===== src/hdl/pmt_pkg.sv =====
// shared types and constants for the program map section parser
package pmt_pkg;

    localparam logic [7:0] PMT_TABLE_ID = 8'h02;
    localparam int MAX_ENTRIES = 16;
    localparam int ENTRY_CNT_W = 5;
    localparam int QUEUE_DEPTH = 4;
    localparam int QPTR_W = $clog2(QUEUE_DEPTH);
    localparam int QCNT_W = $clog2(QUEUE_DEPTH + 1);
    localparam int OUT_TDATA_W = 104;

    typedef enum logic [2:0] {
        KIND_HEADER    = 3'd0,
        KIND_ENTRY     = 3'd1,
        KIND_DONE      = 3'd2,
        KIND_BAD_TABLE = 3'd3,
        KIND_FULL      = 3'd4
    } t_kind;

    typedef enum logic [1:0] {
        PH_IDLE   = 2'd0,
        PH_HEADER = 2'd1,
        PH_WAIT   = 2'd2,
        PH_ENTRY  = 2'd3
    } t_phase;

    typedef struct packed {
        t_kind                    kind;
        logic [15:0]              prog_num;
        logic [4:0]               version;
        logic                     current_next;
        logic [7:0]               section_index;
        logic [7:0]               last_section_index;
        logic [12:0]              clock_ref_pid;
        logic [11:0]              program_info_len;
        logic [7:0]               es_type;
        logic [12:0]              es_pid;
        logic [11:0]              es_info_len;
        logic [ENTRY_CNT_W-1:0]   entry_count;
    } t_result;

    // up to two results per byte, the second only with the first
    typedef struct packed {
        logic    valid0;
        logic    valid1;
        t_result rec0;
        t_result rec1;
    } t_push;

    typedef struct packed {
        logic    valid;
        t_result rec;
    } t_head;

endpackage


===== src/hdl/pmt_section_parser.sv =====
// top level of the program map section parser
// path: a result passes through the result queue and then the output register to the master side
// a second result from the same byte follows the first through the queue
// throughput: one section byte per cycle, held off only while the result queue
// has fewer than two free slots (output stalled)
// reset: synchronous, active low; clears parser phase, queue pointers and output valid
module pmt_section_parser (
    input  logic                            i_clk,
    input  logic                            i_rst_n,
    // section byte input
    input  logic                            s_axis_tvalid,
    output logic                            s_axis_tready,
    input  logic [7:0]                      s_axis_tdata,   // [7:0] section_byte
    input  logic [0:0]                      s_axis_tuser,   // [0] section_start
    // parse results
    output logic                            m_axis_tvalid,
    input  logic                            m_axis_tready,
    // [15:0] prog_num, [20:16] version, [21] current_next,
    // [29:22] section_index, [37:30] last_section_index, [50:38] clock_ref_pid,
    // [62:51] program_info_len, [70:63] es_type, [83:71] es_pid,
    // [95:84] es_info_len, [100:96] entry_count, [103:101] zero
    output logic [pmt_pkg::OUT_TDATA_W-1:0] m_axis_tdata,
    output logic [2:0]                      m_axis_tuser    // [2:0] kind
);

    pmt_pkg::t_push push;
    pmt_pkg::t_head head;
    logic           room;
    logic           pop;
    logic           accept;

    // a byte transfer happens whenever the queue can take a pair of results
    assign s_axis_tready = room;
    assign accept        = s_axis_tvalid && room;

    // front: classifies each byte and walks header and stream entries
    pmt_front u_front (
        .i_clk    (i_clk),
        .i_rst_n  (i_rst_n),
        .i_accept (accept),
        .i_byte   (s_axis_tdata),
        .i_start  (s_axis_tuser[0]),
        .o_push   (push)
    );

    // queue decouples the byte side from output backpressure
    pmt_queue u_queue (
        .i_clk   (i_clk),
        .i_rst_n (i_rst_n),
        .i_push  (push),
        .i_pop   (pop),
        .o_room  (room),
        .o_head  (head)
    );

    // back: registered output with one result per transfer
    pmt_back u_back (
        .i_clk    (i_clk),
        .i_rst_n  (i_rst_n),
        .i_head   (head),
        .o_pop    (pop),
        .i_tready (m_axis_tready),
        .o_tvalid (m_axis_tvalid),
        .o_tdata  (m_axis_tdata),
        .o_tuser  (m_axis_tuser)
    );

endmodule


===== src/hdl/pmt_front.sv =====
// byte classifier and section walker, pushes result records into the queue
module pmt_front (
    input  logic             i_clk,
    input  logic             i_rst_n,
    input  logic             i_accept,
    input  logic [7:0]       i_byte,
    input  logic             i_start,
    output pmt_pkg::t_push   o_push
);

    pmt_pkg::t_phase r_phase, n_phase;
    logic [12:0] r_pos, n_pos;
    logic [11:0] r_sec_len, n_sec_len;
    logic [12:0] r_ent_off, n_ent_off;
    logic [2:0]  r_ent_idx, n_ent_idx;
    logic [pmt_pkg::ENTRY_CNT_W-1:0] r_entries, n_entries;
    logic [7:0]  r_held, n_held;
    logic [15:0] r_prog, n_prog;
    logic [4:0]  r_ver, n_ver;
    logic        r_cn, n_cn;
    logic [7:0]  r_sec, n_sec;
    logic [7:0]  r_last, n_last;
    logic [12:0] r_pcr, n_pcr;
    logic [11:0] r_pil, n_pil;
    logic [7:0]  r_type, n_type;
    logic [12:0] r_pid, n_pid;

    logic [11:0] low_len;
    logic [13:0] next_off;
    logic [13:0] consumed_ent;
    logic [13:0] consumed_hdr;
    logic [2:0]  idx;
    logic        ent_step;
    logic        v0, v1, with_entry;
    pmt_pkg::t_kind kind0, kind1;

    always_ff @(posedge i_clk) begin
        if (!i_rst_n) begin
            r_phase <= pmt_pkg::PH_IDLE;
        end else begin
            r_phase <= n_phase;
        end
    end

    always_ff @(posedge i_clk) begin
        r_pos     <= n_pos;
        r_sec_len <= n_sec_len;
        r_ent_off <= n_ent_off;
        r_ent_idx <= n_ent_idx;
        r_entries <= n_entries;
        r_held    <= n_held;
        r_prog    <= n_prog;
        r_ver     <= n_ver;
        r_cn      <= n_cn;
        r_sec     <= n_sec;
        r_last    <= n_last;
        r_pcr     <= n_pcr;
        r_pil     <= n_pil;
        r_type    <= n_type;
        r_pid     <= n_pid;
    end

    always_comb begin
        n_phase   = r_phase;
        n_pos     = r_pos;
        n_sec_len = r_sec_len;
        n_ent_off = r_ent_off;
        n_ent_idx = r_ent_idx;
        n_entries = r_entries;
        n_held    = r_held;
        n_prog    = r_prog;
        n_ver     = r_ver;
        n_cn      = r_cn;
        n_sec     = r_sec;
        n_last    = r_last;
        n_pcr     = r_pcr;
        n_pil     = r_pil;
        n_type    = r_type;
        n_pid     = r_pid;
        v0         = 1'b0;
        v1         = 1'b0;
        with_entry = 1'b0;
        kind0      = pmt_pkg::KIND_HEADER;
        kind1      = pmt_pkg::KIND_DONE;

        // 12-bit length fields share this shape
        low_len      = {r_held[3:0], i_byte};
        next_off     = {1'b0, r_ent_off} + 14'd5 + {2'b00, low_len};
        consumed_ent = next_off + 14'd1;
        consumed_hdr = 14'd13 + {2'b00, low_len};
        idx          = (r_phase == pmt_pkg::PH_ENTRY) ? r_ent_idx : 3'd0;
        ent_step     = 1'b0;

        if (i_accept) begin
            if (i_start) begin
                n_pos     = '0;
                n_sec_len = '0;
                n_ent_off = '0;
                n_ent_idx = '0;
                n_entries = '0;
                n_held    = '0;
                n_prog    = '0;
                n_ver     = '0;
                n_cn      = 1'b0;
                n_sec     = '0;
                n_last    = '0;
                n_pcr     = '0;
                n_pil     = '0;
                n_type    = '0;
                n_pid     = '0;
                if (i_byte == pmt_pkg::PMT_TABLE_ID) begin
                    n_phase = pmt_pkg::PH_HEADER;
                end else begin
                    n_phase = pmt_pkg::PH_IDLE;
                    v0      = 1'b1;
                    kind0   = pmt_pkg::KIND_BAD_TABLE;
                end
            end else if (r_phase != pmt_pkg::PH_IDLE) begin
                n_pos = r_pos + 13'd1;
                if (r_phase == pmt_pkg::PH_HEADER) begin
                    case (n_pos[3:0])
                        4'd1, 4'd3, 4'd8, 4'd10: n_held = i_byte;
                        4'd2: n_sec_len = low_len;
                        4'd4: n_prog = {r_held, i_byte};
                        4'd5: begin
                            n_ver = i_byte[5:1];
                            n_cn  = i_byte[0];
                        end
                        4'd6: n_sec = i_byte;
                        4'd7: n_last = i_byte;
                        4'd9: n_pcr = {r_held[4:0], i_byte};
                        default: begin
                            // last header byte: emit header, test for an empty entry loop
                            n_pil = low_len;
                            v0    = 1'b1;
                            kind0 = pmt_pkg::KIND_HEADER;
                            if (consumed_hdr >= {2'b00, r_sec_len}) begin
                                n_phase = pmt_pkg::PH_IDLE;
                                v1      = 1'b1;
                                kind1   = pmt_pkg::KIND_DONE;
                            end else begin
                                n_ent_off = 13'd12 + {1'b0, low_len};
                                n_phase   = pmt_pkg::PH_WAIT;
                            end
                        end
                    endcase
                end else begin
                    ent_step = (r_phase == pmt_pkg::PH_ENTRY) || (n_pos == r_ent_off);
                    if (ent_step) begin
                        n_phase   = pmt_pkg::PH_ENTRY;
                        n_ent_idx = idx + 3'd1;
                        case (idx)
                            3'd0: n_type = i_byte;
                            3'd1, 3'd3: n_held = i_byte;
                            3'd2: n_pid = {r_held[4:0], i_byte};
                            default: begin
                                n_entries  = r_entries + pmt_pkg::ENTRY_CNT_W'(1);
                                v0         = 1'b1;
                                kind0      = pmt_pkg::KIND_ENTRY;
                                with_entry = 1'b1;
                                n_ent_idx  = '0;
                                if (consumed_ent >= {2'b00, r_sec_len}) begin
                                    n_phase = pmt_pkg::PH_IDLE;
                                    v1      = 1'b1;
                                    kind1   = pmt_pkg::KIND_DONE;
                                end else if (n_entries >=
                                        pmt_pkg::ENTRY_CNT_W'(pmt_pkg::MAX_ENTRIES)) begin
                                    n_phase = pmt_pkg::PH_IDLE;
                                    v1      = 1'b1;
                                    kind1   = pmt_pkg::KIND_FULL;
                                end else begin
                                    n_ent_off = next_off[12:0];
                                    n_phase   = pmt_pkg::PH_WAIT;
                                end
                            end
                        endcase
                    end
                end
            end
        end

        o_push.valid0 = v0;
        o_push.valid1 = v1;
        o_push.rec0.kind               = kind0;
        o_push.rec0.prog_num           = n_prog;
        o_push.rec0.version            = n_ver;
        o_push.rec0.current_next       = n_cn;
        o_push.rec0.section_index      = n_sec;
        o_push.rec0.last_section_index = n_last;
        o_push.rec0.clock_ref_pid      = n_pcr;
        o_push.rec0.program_info_len   = n_pil;
        o_push.rec0.es_type            = with_entry ? n_type : 8'd0;
        o_push.rec0.es_pid             = with_entry ? n_pid : 13'd0;
        o_push.rec0.es_info_len        = with_entry ? low_len : 12'd0;
        o_push.rec0.entry_count        = n_entries;
        o_push.rec1                    = o_push.rec0;
        o_push.rec1.kind               = kind1;
        o_push.rec1.es_type            = 8'd0;
        o_push.rec1.es_pid             = 13'd0;
        o_push.rec1.es_info_len        = 12'd0;
    end

endmodule


===== src/hdl/pmt_queue.sv =====
// short result queue, takes up to two records per cycle and gives one
module pmt_queue (
    input  logic             i_clk,
    input  logic             i_rst_n,
    input  pmt_pkg::t_push   i_push,
    input  logic             i_pop,
    output logic             o_room,
    output pmt_pkg::t_head   o_head
);

    pmt_pkg::t_result r_mem [pmt_pkg::QUEUE_DEPTH];
    logic [pmt_pkg::QPTR_W-1:0] r_wr_ptr, n_wr_ptr;
    logic [pmt_pkg::QPTR_W-1:0] r_rd_ptr, n_rd_ptr;
    logic [pmt_pkg::QCNT_W-1:0] r_count, n_count;
    logic [pmt_pkg::QCNT_W-1:0] n_pushed;
    logic                       pop_ok;

    always_comb begin
        pop_ok   = i_pop && (r_count != '0);
        n_pushed = pmt_pkg::QCNT_W'(i_push.valid0) + pmt_pkg::QCNT_W'(i_push.valid1);
        n_wr_ptr = r_wr_ptr + pmt_pkg::QPTR_W'(n_pushed);
        n_rd_ptr = r_rd_ptr + pmt_pkg::QPTR_W'(pop_ok);
        n_count  = r_count + n_pushed - pmt_pkg::QCNT_W'(pop_ok);
    end

    always_ff @(posedge i_clk) begin
        if (!i_rst_n) begin
            r_wr_ptr <= '0;
            r_rd_ptr <= '0;
            r_count  <= '0;
        end else begin
            r_wr_ptr <= n_wr_ptr;
            r_rd_ptr <= n_rd_ptr;
            r_count  <= n_count;
        end
    end

    always_ff @(posedge i_clk) begin
        if (i_push.valid0) begin
            r_mem[r_wr_ptr] <= i_push.rec0;
        end
        if (i_push.valid1) begin
            r_mem[r_wr_ptr + pmt_pkg::QPTR_W'(1)] <= i_push.rec1;
        end
    end

    // room for a full pair regardless of this cycle's pop
    assign o_room       = r_count <= pmt_pkg::QCNT_W'(pmt_pkg::QUEUE_DEPTH - 2);
    assign o_head.valid = r_count != '0;
    assign o_head.rec   = r_mem[r_rd_ptr];

endmodule


===== src/hdl/pmt_back.sv =====
// output register stage, drains the queue onto the master stream
module pmt_back (
    input  logic                            i_clk,
    input  logic                            i_rst_n,
    input  pmt_pkg::t_head                  i_head,
    output logic                            o_pop,
    input  logic                            i_tready,
    output logic                            o_tvalid,
    output logic [pmt_pkg::OUT_TDATA_W-1:0] o_tdata,
    output logic [2:0]                      o_tuser
);

    logic             r_valid, n_valid;
    pmt_pkg::t_result r_rec;

    always_comb begin
        o_pop   = i_head.valid && (!r_valid || i_tready);
        n_valid = o_pop || (r_valid && !i_tready);
    end

    always_ff @(posedge i_clk) begin
        if (!i_rst_n) begin
            r_valid <= 1'b0;
        end else begin
            r_valid <= n_valid;
        end
    end

    always_ff @(posedge i_clk) begin
        if (o_pop) begin
            r_rec <= i_head.rec;
        end
    end

    assign o_tvalid = r_valid;
    assign o_tuser  = r_rec.kind;
    assign o_tdata  = {3'b000, r_rec.entry_count, r_rec.es_info_len, r_rec.es_pid,
                       r_rec.es_type, r_rec.program_info_len, r_rec.clock_ref_pid,
                       r_rec.last_section_index, r_rec.section_index, r_rec.current_next,
                       r_rec.version, r_rec.prog_num};

endmodule


===== config.mk =====
export PLATFORM = sky130hd
export DESIGN_NAME = pmt_section_parser
export DESIGN_NICKNAME = d
export VERILOG_FILES = /design/src/hdl/pmt_pkg.sv /design/src/hdl/pmt_section_parser.sv /design/src/hdl/pmt_front.sv /design/src/hdl/pmt_queue.sv /design/src/hdl/pmt_back.sv
export SDC_FILE = /design/constraint.sdc
export NUM_CORES = 1
export LEC_CHECK = 0
export BUFFER_PORTS_ARGS = -buffer_cell sky130_fd_sc_hd__buf_2
export CAP_MARGIN = 20
export CORE_UTILIZATION = 50
export CTS_BUF_LIST = sky130_fd_sc_hd__clkbuf_4
export CTS_CLUSTER_DIAMETER = 100
export DETAILED_ROUTE_END_ITERATION = 12
export GPL_ROUTABILITY_DRIVEN = 1
export MAX_ROUTING_LAYER = met4
export PLACE_DENSITY_LB_ADDON = 0.08
export SYNTH_ARGS = -nofsm -noshare
export SYNTH_HDL_FRONTEND = slang
export SYNTH_SLANG_ARGS = --single-unit

===== constraint.sdc =====
create_clock -name i_clk -period 9.65 [get_ports i_clk]
set_input_delay 1.4475 -clock i_clk [delete_from_list [all_inputs] [get_ports i_clk]]
set_output_delay 1.4475 -clock i_clk [all_outputs]
set_load 0.01 [all_outputs]

==> results.txt <==
- Clock skew on the completed layout was measured at 0.0447 ns.
* Synth async-reset ratio: 0%
- Syn. warnings: 0
- After clock tree synthesis, the repair step resized 0 gates.
- Pre-antenna DRT Iters: 5
- Max Freq: 153 MHz
* Wire length of the first global-routing pass: 108,000 µm
* Number of buffers created by CTS: 172
* Placed Area: 29,500 µm²
- Worst Setup End Kind: register
- Residual DRC: 0
* Mapped cell area: 28,300 µm²
- Clock transition at the registers of the reported paths: 0.06 ns
* Number of antenna violations at the first check in global routing: 3
* Number of global-route vias before repair: 18,600
- Initial standard-cell utilization of the core: 51.0%
- IR analysis of the VDD net gives a maximum drop of 148 µV.
- The detailed router finished its first iteration with 1,537 violations.
* Worst reg2reg setup slack: 3.48 ns
* Root Driver: sky130_fd_sc_hd__clkbuf_4
* Setup TNS: 0 ns
- Total power for the finished layout comes to 0.00786 W.
- After layout, the worst setup slack is 3.13 ns.
- For this design the ratio of total power to cell area is 247 nW/µm².
- For the pin with the worst max-slew slack, the measured transition is 1.10 ns.
- The worst path needs 6.52 ns of the cycle, external delays included.
- Deepest clock path buffer count: 3
- Overall Global Routing Usage: 26.2%
* Worst-Skew Late Latency: 1.01 ns
- The worst register-to-register path ends at u_queue.r_mem[0][87].
- Counting every sink on the clock net gives 668.
* CP Launch Type: input pin
- Number of synthesized flops with an enable pin: 433
- At the worst endpoint, the required time is 10.26 ns.
- Count of filler cells inserted in the layout: 4,714
- Count of antenna-violating nets left after detailed routing: 0
- The number of endpoints with negative hold slack in the final report was 0.
- Once the clock tree was built, the setup fixing pass inserted 0 buffers.
* Count of vias placed by the detailed router: 18,800
- Once detailed placement completed, the half-perimeter wirelength came to 42,900 µm.
- Number of flip-flops and latches in the synthesized netlist: 668
- STA puts the critical path data arrival time at 7.13 ns.
* Result of the run: completed
* Die outline area: 57,600 µm²
- After routing the design area is 31,800 µm².
- Most instantiated flip-flop cell in the synthesis netlist: sky130_fd_sc_hd__edfxtp_1
* Core Rows: 86
- Number of standard cells after synthesis: 2,297
- Crit-path max cell delay: 0.63 ns
- Along the worst path, the maximum fanout reaches 39.
- Port Buffers: 118
* Endpoint of the worst hold path: u_front.r_pid[8]
- In the finished design, the share of the clock period the worst path needs comes to 67.6%.
- Final Setup Violations: 0
* Total global routing overflow: 0
- Routability congestion estimate from global placement: 0.873
- Entering global routing, the biggest net connects 69 pins.
* R2R depth: 22
- The largest individual stage delay along the critical path comes from the cell sky130_fd_sc_hd__buf_4.
* Crit Path Class: input pin to register
- For this block, the routed nets add up to 72,000 µm of wire.
* Area Growth Syn to Fin: 12.3%
- Avg Vias per Cell: 5.60
* Average routed wire per standard cell: 21.5 µm
- The worst register-to-register path begins at u_front.r_ent_off[1].
- TritonCTS clock tree: yes
- Cts-stage hold buffer count: 0
- Ordered list of cells on the worst path: buf_2, inv_1, ha_1, inv_1, ha_1, a211oi_2, nor2_1, xor2_1, nand4_1, inv_1, nand3_1, xnor2_1, ha_1, nor2b_1, o21ai_0, nand2b_1, a221o_1, nor3_1, a211oi_4, buf_4, a21oi_4, inv_2, buf_4
- Count of unique library cells instantiated by Yosys: 72
* Number of maximum-capacitance violations: 0
* Width of the chip: 240 µm
- Ports: 122
- Layout cells sized above 1: 22.2%
- Leading cell types in the layout, fill and taps excluded: sky130_fd_sc_hd__nor2_1, sky130_fd_sc_hd__edfxtp_1, sky130_fd_sc_hd__clkbuf_4
* Remaining max-slew budget at the tightest pin: 26.4%
- Most common library cell in the layout ignoring fill and taps: sky130_fd_sc_hd__nor2_1
* Hold Path Depth: 1
* Worst slack at placement: 2.17 ns
- The H-tree generated during clock tree synthesis spans 4 levels.
* Final-report max-slew violation count: 0
* Setup repair after global routing missed its margin: false
* Overall die height: 240 µm
* Static Leak: 11.7 nW
* Mean instance size in the synthesized netlist: 12.3 µm²
- At the end of the flow, the number of nets in the layout was 2,554.
* Worst Hold Class: register to register
- For this run, the register share of the synthesized area comes to 62.5%.
- Launch instance of the worst min-delay path: u_front.r_pid[8]
- Core box area: 55,500 µm²
[critical path: cells and delay by family]
family	cells	cell delay (ns)
buffers and inverters	7	2.34
adders and majority gates	3	0.95
AOI/OAI and AO/OA	5	0.92
and+or+nand+nor	6	0.82
xor gates and xnor gates	2	0.51
[cell type report]
cell class                 count  area [µm²]  share of cell area, %
clock inverter                48         347                   1.09
multi-input combinational   1356        9550                   30.1
clock buffer                 262        1970                   6.19
timing repair buffer         144         786                   2.47
tap                          748         936                   2.94
antenna                        3        7.51                 0.0236
inverter                     128         480                   1.51
sequential                   668       17700                   55.7
[registers in the layout, summed over array words and instances (netlist names), 3 cells and up]
register	cells
u_front.r_sec_len	12
u_front.r_sec	8
u_front.r_pcr	13
u_queue.r_mem	416
u_front.r_last	8
u_front.r_ent_idx	3
u_front.r_prog	16
u_back.o_tdata	101
u_front.r_pil	12
u_front.r_pid	13
u_front.r_type	8
u_front.r_ver	5
u_front.r_pos	13
u_front.r_ent_off	13
u_front.r_entries	5
u_front.r_held	8
u_back.o_tuser	3
u_queue.r_count	3
[stage by stage]
step	utilization, %	hold WS, ns	cells
after CTS	57.2	0.470	3354
after detailed placement	53.1	0.452	3044
after global placement	53.1	0.447	3044
final	57.3	0.467	3357
after floorplan	-	0.432	2299
after global routing	57.3	0.484	3357
[report_power, final]
part	total (W)	switching, W	internal, W
Combinational	0.00163	0.000961	0.000671
Sequential	0.00371	0.000187	0.00352
Clock	0.00253	0.00115	0.00137
[routing by layer]
| metal | track usage (%) | vias up | wire length [µm] |
|---|---|---|---|
| met5 | - | - | 0 |
| met4 | 9.69 | 0 | 1740 |
| met3 | 5.68 | 131 | 4550 |
| met2 | 41.6 | 644 | 35000 |
| met1 | 33.0 | 9357 | 30800 |
| li1 | - | 8681 | - |
[cells by family (layout without fill, tap and decap cells)]
logic type	Yosys count	in the layout	synth area share (%)
multiplexers	119	119	8.82
XOR/XNOR	65	65	2.17
AO/OA/AOI/OAI	338	338	8.07
AND/OR/NAND/NOR	760	760	11.2
adder cells (fa/ha/maj)	71	71	3.19
flip-flops	668	668	62.5
other	1	6	0.0132
buffers and inverters	275	582	4.01
[worst max-delay path by stage]
stage                    startpoint                    to  slack, ns  cells after the start
global route        s_axis_tdata[0]  u_queue.r_mem[0][87]       2.76                     25
detailed placement  s_axis_tdata[2]  u_queue.r_mem[0][88]       2.17                     23
global placement    s_axis_tdata[2]  u_queue.r_mem[0][88]       2.27                     23
finish              s_axis_tdata[2]  u_queue.r_mem[0][87]       3.13                     23
CTS                 s_axis_tdata[2]  u_queue.r_mem[0][87]       3.24                     23
floorplan             m_axis_tready    u_queue.r_count[2]       1.08                     10
[synth_stat cells, types with 12 or more instances]
cell,n,share of area [%]
sky130_fd_sc_hd__nand3_1,16,0.28
sky130_fd_sc_hd__nand2_1,79,1.0
sky130_fd_sc_hd__o21ai_0,21,0.37
sky130_fd_sc_hd__edfxtp_1,433,46
sky130_fd_sc_hd__buf_1,12,0.16
sky130_fd_sc_hd__nor2b_1,13,0.29
sky130_fd_sc_hd__o2bb2ai_1,19,0.59
sky130_fd_sc_hd__mux4_2,104,8.3
sky130_fd_sc_hd__o22ai_1,44,0.97
sky130_fd_sc_hd__ha_1,69,3.0
sky130_fd_sc_hd__nor3_1,17,0.30
sky130_fd_sc_hd__a22oi_1,14,0.37
sky130_fd_sc_hd__a211oi_1,79,2.1
sky130_fd_sc_hd__and2_1,17,0.38
sky130_fd_sc_hd__xnor2_1,40,1.2
sky130_fd_sc_hd__nor2_1,551,7.3
sky130_fd_sc_hd__clkbuf_1,77,1.0
sky130_fd_sc_hd__nand2b_1,18,0.40
sky130_fd_sc_hd__mux2i_1,14,0.49
sky130_fd_sc_hd__buf_2,47,0.83
sky130_fd_sc_hd__a21oi_1,101,1.8
sky130_fd_sc_hd__inv_1,127,1.7
sky130_fd_sc_hd__dfxtp_1,235,17
sky130_fd_sc_hd__xor2_1,21,0.65
No activity file was read; power rests on OpenSTA's default activity.
